**config.mk**
```make
export PLATFORM = sky130hd
export DESIGN_NAME = mod_7681_arith_unit
export DESIGN_NICKNAME = d
export VERILOG_FILES = /design/src/rtl/m7681_pkg.sv /design/src/rtl/mod_7681_arith_unit.sv /design/src/rtl/m7681_mul.sv
export SDC_FILE = /design/constraint.sdc
export NUM_CORES = 2
export LEC_CHECK = 0
export BUFFER_PORTS_ARGS = -buffer_cell sky130_fd_sc_hd__buf_4
export CAP_MARGIN = 10
export CORE_MARGIN = 1
export CORE_UTILIZATION = 50
export CTS_BUF_LIST = sky130_fd_sc_hd__clkbuf_8
export DETAILED_ROUTE_END_ITERATION = 16
export PLACE_DENSITY = 0.66
export RECOVER_POWER = 50
export SYNTH_ARGS = -nofsm -noshare
export SYNTH_HDL_FRONTEND = slang
export SYNTH_SLANG_ARGS = --single-unit
```
**constraint.sdc**
```tcl
create_clock -name clk_i -period 19.2 [get_ports clk_i]
set_input_delay 2.88 -clock clk_i [delete_from_list [all_inputs] [get_ports clk_i]]
set_output_delay 2.88 -clock clk_i [all_outputs]
set_load 0.005 [all_outputs]
```
**src/rtl/m7681_pkg.sv**
```systemverilog
// Package with operation codes and arithmetic constants of the modulo-7681 arithmetic unit.
`default_nettype none

package m7681_pkg;

  localparam logic [2:0] OP_MONT_MUL  = 3'd0;
  localparam logic [2:0] OP_FROM_MONT = 3'd1;
  localparam logic [2:0] OP_ADD       = 3'd2;
  localparam logic [2:0] OP_SUB       = 3'd3;
  localparam logic [2:0] OP_REDUCE    = 3'd4;

  localparam int unsigned ModQ         = 7681;
  localparam int unsigned MontQinv     = 7679;
  localparam int unsigned RinvFactor   = 900;
  localparam int unsigned BarrettMul   = 17474;
  localparam int unsigned BarrettShift = 27;
  // floor(2^37 / 7681), used to estimate quotients of values below 2^25.
  localparam int unsigned RecipMul     = 17893367;
  localparam int unsigned RecipShift   = 37;

  localparam int unsigned NumStages = 6;

  localparam int unsigned ResW = 17;

  typedef logic signed [ResW-1:0] res_t;

endpackage

`default_nettype wire

```
**src/rtl/mod_7681_arith_unit.sv**
```systemverilog
// Top level of the pipelined modulo-7681 arithmetic unit.
`default_nettype none

// A transaction is taken at every clock edge with start_i high; busy_o is always low, so one
// transaction can enter each cycle. Its result appears on result_value_o with done_o high,
// in order, for one cycle. The six register stages are an input register and the
// chain of three dependent multiplications (operand product, Montgomery or reciprocal
// estimate, quotient times 7681), each followed by its own register, then the final add and
// the one-step correction. Codes 5 to 7 return zero.

module mod_7681_arith_unit (
  input  wire logic                  clk_i,
  input  wire logic                  rst_ni,
  input  wire logic                  start_i,
  input  wire logic [2:0]            operation_i,
  input  wire logic signed [15:0]    operand_a_i,
  input  wire logic signed [15:0]    operand_b_i,
  output logic                       busy_o,
  output logic                       done_o,
  output m7681_pkg::res_t            result_value_o
);

  import m7681_pkg::*;

  logic                   accept;
  logic [NumStages-1:0]   vld_q;
  logic [NumStages-1:0]   vld_d;

  logic [2:0]             s1_op_q, s2_op_q, s3_op_q, s4_op_q, s5_op_q;
  logic signed [15:0]     s1_a_q, s2_a_q, s3_a_q, s4_a_q;
  logic signed [15:0]     s1_b_q;
  logic [15:0]            s1_absa_q;
  logic [15:0]            s1_absa_d;
  logic                   s1_neg_q, s2_neg_q, s3_neg_q, s4_neg_q, s5_neg_q;
  logic signed [16:0]     s1_as_q, s1_as_d;
  logic signed [16:0]     s2_as_q, s2_as_d, s3_as_q, s4_as_q, s5_as_q;

  logic signed [16:0]     m1_x;
  logic signed [15:0]     m1_y;
  logic signed [32:0]     s2_prod;
  logic signed [32:0]     s3_prod_q, s4_prod_q;

  logic signed [26:0]     m2_x;
  logic signed [25:0]     m2_y;
  logic signed [52:0]     s3_est;

  logic signed [16:0]     m3_x;
  logic signed [14:0]     m3_y;
  logic signed [31:0]     s4_kq;

  logic signed [33:0]     s5_diff_d, s5_diff_q;

  logic [13:0]            r0;
  logic [13:0]            r1;
  logic signed [16:0]     r4;
  res_t                   res_d, res_q;

  assign busy_o = 1'b0;
  assign accept = start_i && !busy_o;

  assign vld_d = {vld_q[NumStages-2:0], accept};

  always_ff @(posedge clk_i or negedge rst_ni) begin
    if (!rst_ni) begin
      vld_q <= '0;
    end else begin
      vld_q <= vld_d;
    end
  end

  assign s1_absa_d = operand_a_i[15] ? 16'(-operand_a_i) : 16'(operand_a_i);
  assign s1_as_d   = (operation_i == OP_SUB) ?
                     (17'(operand_a_i) - 17'(operand_b_i)) :
                     (17'(operand_a_i) + 17'(operand_b_i));

  always_ff @(posedge clk_i) begin
    s1_op_q   <= operation_i;
    s1_a_q    <= operand_a_i;
    s1_b_q    <= operand_b_i;
    s1_absa_q <= s1_absa_d;
    s1_neg_q  <= operand_a_i[15];
    s1_as_q   <= s1_as_d;
  end

  always_comb begin
    case (s1_op_q)
      OP_MONT_MUL: begin
        m1_x = 17'(s1_a_q);
        m1_y = s1_b_q;
      end
      OP_FROM_MONT: begin
        m1_x = $signed({1'b0, s1_absa_q});
        m1_y = 16'(RinvFactor);
      end
      default: begin
        m1_x = 17'(s1_a_q);
        m1_y = 16'(BarrettMul);
      end
    endcase
  end

  m7681_mul #(.AW(17), .BW(16)) u_mul_op (
    .clk_i (clk_i),
    .a_i   (m1_x),
    .b_i   (m1_y),
    .p_o   (s2_prod)
  );

  always_comb begin
    if (s1_as_q >= $signed(17'(ModQ))) begin
      s2_as_d = s1_as_q - $signed(17'(ModQ));
    end else if (s1_as_q < 0) begin
      s2_as_d = s1_as_q + $signed(17'(ModQ));
    end else begin
      s2_as_d = s1_as_q;
    end
  end

  always_ff @(posedge clk_i) begin
    s2_op_q  <= s1_op_q;
    s2_a_q   <= s1_a_q;
    s2_neg_q <= s1_neg_q;
    s2_as_q  <= s2_as_d;
  end

  always_comb begin
    if (s2_op_q == OP_MONT_MUL) begin
      m2_x = $signed({11'd0, s2_prod[15:0]});
      m2_y = 26'(MontQinv);
    end else begin
      m2_x = $signed({2'd0, s2_prod[24:0]});
      m2_y = 26'(RecipMul);
    end
  end

  m7681_mul #(.AW(27), .BW(26)) u_mul_est (
    .clk_i (clk_i),
    .a_i   (m2_x),
    .b_i   (m2_y),
    .p_o   (s3_est)
  );

  always_ff @(posedge clk_i) begin
    s3_op_q   <= s2_op_q;
    s3_a_q    <= s2_a_q;
    s3_neg_q  <= s2_neg_q;
    s3_as_q   <= s2_as_q;
    s3_prod_q <= s2_prod;
  end

  always_comb begin
    case (s3_op_q)
      OP_MONT_MUL:  m3_x = $signed({1'b0, s3_est[15:0]});
      OP_FROM_MONT: m3_x = $signed({5'd0, s3_est[RecipShift+11:RecipShift]});
      default:      m3_x = 17'(s3_prod_q >>> BarrettShift);
    endcase
    m3_y = 15'(ModQ);
  end

  m7681_mul #(.AW(17), .BW(15)) u_mul_q (
    .clk_i (clk_i),
    .a_i   (m3_x),
    .b_i   (m3_y),
    .p_o   (s4_kq)
  );

  always_ff @(posedge clk_i) begin
    s4_op_q   <= s3_op_q;
    s4_a_q    <= s3_a_q;
    s4_neg_q  <= s3_neg_q;
    s4_as_q   <= s3_as_q;
    s4_prod_q <= s3_prod_q;
  end

  always_comb begin
    case (s4_op_q)
      OP_MONT_MUL:  s5_diff_d = 34'(s4_prod_q) + 34'(s4_kq);
      OP_FROM_MONT: s5_diff_d = 34'(s4_prod_q) - 34'(s4_kq);
      default:      s5_diff_d = 34'(s4_a_q) - 34'(s4_kq);
    endcase
  end

  always_ff @(posedge clk_i) begin
    s5_op_q   <= s4_op_q;
    s5_neg_q  <= s4_neg_q;
    s5_as_q   <= s4_as_q;
    s5_diff_q <= s5_diff_d;
  end

  assign r0 = s5_diff_q[13:0];
  assign r1 = (r0 >= 14'(ModQ)) ? (r0 - 14'(ModQ)) : r0;
  assign r4 = s5_diff_q[16:0];

  always_comb begin
    case (s5_op_q)
      OP_MONT_MUL:  res_d = s5_diff_q[32:16];
      OP_FROM_MONT: res_d = s5_neg_q ? -$signed({3'd0, r1}) : $signed({3'd0, r1});
      OP_ADD:       res_d = s5_as_q;
      OP_SUB:       res_d = s5_as_q;
      OP_REDUCE:    res_d = (r4 == $signed(17'(ModQ))) ? '0 : r4;
      default:      res_d = '0;
    endcase
  end

  always_ff @(posedge clk_i) begin
    res_q <= res_d;
  end

  assign done_o         = vld_q[NumStages-1];
  assign result_value_o = res_q;

  a_latency: assert property (@(posedge clk_i) disable iff (!rst_ni)
    start_i && !busy_o |-> ##6 done_o)
    else $error("accepted transaction did not complete after six cycles");

  a_no_spurious: assert property (@(posedge clk_i) disable iff (!rst_ni)
    done_o |-> $past(start_i, 6))
    else $error("result strobe without a matching transaction");

  a_unused_zero: assert property (@(posedge clk_i) disable iff (!rst_ni)
    done_o && ($past(operation_i, 6) > OP_REDUCE) |-> result_value_o == '0)
    else $error("unused operation code gave a nonzero result");

endmodule

`default_nettype wire

```
**src/rtl/m7681_mul.sv**
```systemverilog
// Signed multiplier with a registered product.
`default_nettype none

module m7681_mul #(
  parameter int AW = 17,
  parameter int BW = 16
) (
  input  wire logic                    clk_i,
  input  wire logic signed [AW-1:0]    a_i,
  input  wire logic signed [BW-1:0]    b_i,
  output logic signed [AW+BW-1:0]      p_o
);

  logic signed [AW+BW-1:0] p_d;
  logic signed [AW+BW-1:0] p_q;

  assign p_d = AW'(a_i) * BW'(b_i) ;
  assign p_o = p_q;

  always_ff @(posedge clk_i) begin
    p_q <= p_d;
  end

endmodule

`default_nettype wire
```
==> results.cfg <==
[placed_design]
place_area_mm2 = 0.04282
hpwl_um = 83860
routabilityCongestion = 0.9434
io_buffers = 55

[cells_and_area]
final_common_cell = inv_1
final_area_mm2 = 0.04419
drive_above_1_share_pct = 4.591
finalNetCount = 5573
area_growth_pct = 7.308
final_cell_mix = 1019 x inv_1, 601 x fa_1, 478 x ha_1, 403 x dfxtp_1, 320 x nand2_1

[critical_path]
critical-path-max-stage-delay_ns = 0.89
crit_path_max_fanout = 40
r2r_start = s2_op_q[1]
r2r-end = u_mul_est.p_o[47]
crit_buf_inv = 8
path_common_cell = inv_1
crit_slowest_cell = a2111oi_0
cp-end-kind = flop
crit_required_ns = 19.76
crit_path_start_kind = flop
cp_top_family = adder cells
rr_worst_depth = 27
crit_start = s2_op_q[1]
r2r_slack_ns = 10.61
path_class = reg -> reg
crit_arrival_ns = 9.14

[min_path]
worstHoldStart = s3_as_q[3]
worstHoldPathCells = 0
min_path_type = reg -> reg
min_to = s4_as_q[3]

[grt]
antenna_found_initial = 5
grt_max_degree = 41
grt_first_pass_wirelength_um = 158600
first_global_vias = 29422
overflow = 0
groute.usage.overall_pct = 24.55

[drt]
wl_per_cell_um = 17.83
drtPass1Iterations = 9
routed_via_density = 5.263
drtIter0Drc = 1807
wirelength_um = 99320
num_vias = 29316
drtAntennaViolNets = 0
drc = 0

[timing]
slew_headroom_pct = -12.39
setup_tns_ns = 0
max_freq_mhz = 116.5
min_period_ns = 8.585
fin_crit_sh_pct = 44.71
hold_viol_final = 0
setup_viol = 0
worstMarginPinSlew_ns = 1.686
skew_ns = 0.06860
maxSlewViolCount = 36
holdWs_ns = 0.2906
rsz0062_at_grt = false

[die]
die_w_um = 289.0
pin_count = 57
coreArea_mm2 = 0.08107
die_h_um = 289.0
start_util_pct = 50.79
rows = 104
dieArea_mm2 = 0.08351

[synthesis]
synthesis.area_mm2 = 0.04118
ys_warn_count = 0
synth_area_leaders = fa_1 29%, dfxtp_1 20%, ha_1 15%
synth_top_area_share_pct = 29.22
synth_flop_cell = dfxtp_1
synthCells = 4379
yosys.area.top_type = fa_1
synth-edff-count = 0
yosysUniqueCellTypes = 76
synth_seq_cells = 409
async_flop_share_pct = 1.467
avgSynthCellArea_um2 = 9.403
yosysSeqAreaShare_pct = 19.96

[cts]
clockBufferDepth = 3
cts_hold_buffers = 0
post_cts_buffers = 0
cts-buffers-inserted = 66
ctsResizeCount = 0
root_buffer = clkbuf_8
cts_tree = yes
clock_latency_ns = 0.67
clock_sinks = 409
h-tree-depth = 3
path_clk_slew_ns = 0.06

[outcome]
outcome = complete, but fails checks
violations = capacitance limit, slew limit

[run]
maxCapViolCount = 1
## registers in the layout, summed over array words and instances (netlist names), 28 cells and up
| name | flops |
|---|---|
| u_mul_q.p_o | 31 |
| s5_diff_q | 33 |
| s3_prod_q | 32 |
| s4_prod_q | 33 |
| u_mul_est.p_o | 28 |
| u_mul_op.p_o | 33 |
## cells in the mapped netlist (all sizes together) (9+ instances only)
cell / n
or4: 11
nor2b: 19
o21ai: 123
nor2: 239
nand2b: 28
nor3: 46
xor2: 71
and3: 31
buf: 11
inv: 997
fa: 601
dfxtp: 403
clkbuf: 81
xnor2: 182
a21oi: 169
mux2i: 36
a2111oi: 11
ha: 478
o221ai: 10
nor4: 10
nand3: 41
o21bai: 41
o41ai: 10
or3: 16
o21a: 28
a211oi: 24
and2: 40
mux2: 15
or2: 14
nor3b: 9
nand4: 22
o211ai: 14
a31oi: 32
a22oi: 16
o31ai: 20
nand2: 321
a21o: 73
## worst max-delay path by stage
stage                             end  cells past startpoint
finish              u_mul_est.p_o[47]                     27
global route         u_mul_op.p_o[31]                     25
CTS                 u_mul_est.p_o[47]                     27
detailed placement  u_mul_est.p_o[47]                     27
global placement    u_mul_est.p_o[47]                     27
floorplan            u_mul_op.p_o[31]                     27
## area by class of cell
| type | instances | area, um2 |
|---|---|---|
| Fill cell | 7414 | 36880 |
| Multi-Input combinational cell | 2903 | 28950 |
| Sequential cell | 409 | 8218 |
| Inverter | 998 | 3746 |
| Tap cell | 1060 | 1326 |
| Clock buffer | 72 | 991.0 |
| Timing Repair Buffer | 78 | 525.5 |
| Clock inverter | 49 | 427.9 |
| Antenna cell | 1 | 2.502 |
## through the flow
stage | std cells | setup WS [ns] | utilization, %
floorplan | 4402 | 11.88 | -
global placement | 5448 | 10.98 | 52.83
finish | 5570 | 10.61 | 54.51
global route | 5569 | 10.24 | 54.50
detailed placement | 5448 | 10.75 | 52.83
CTS | 5569 | 10.72 | 54.58
## layer usage
metal  track usage (%)  vias up  part of all wire (%)  wire (um)
li1                  -    14006                     -          -
met1             33.28    14306                    44      43240
met2             40.72      856                    47      46920
met3             3.764      148                   6.4       6332
met4             6.921        0                   2.8       2824
met5                 0        -                     0          0
## logic make-up after synthesis
group                      count (synthesis)  share of synthesized area [%]
muxes                                     51                          1.285
adders and majority gates               1079                          43.74
xor gates and xnor gates                 253                          5.381
AOI/OAI and AO/OA                        627                          9.912
DFF                                      409                          19.96
buffers and inverters                   1090                          9.973
and+or+nand+nor                          868                          9.730
other                                      2                        0.01824
## worst register-to-register path, delay by kind of cell, from the launching register on
family          cells  cell delay [ns]
fa+ha+maj           8             3.64
simple gates        4             0.87
xor+xnor            1             0.15
compound gates      6             2.45
flops               1             0.38
buf+inv             8             1.05
Power is not shown: default switching activity piles up to over one toggle a cycle in this logic, so the estimate is an artifact.
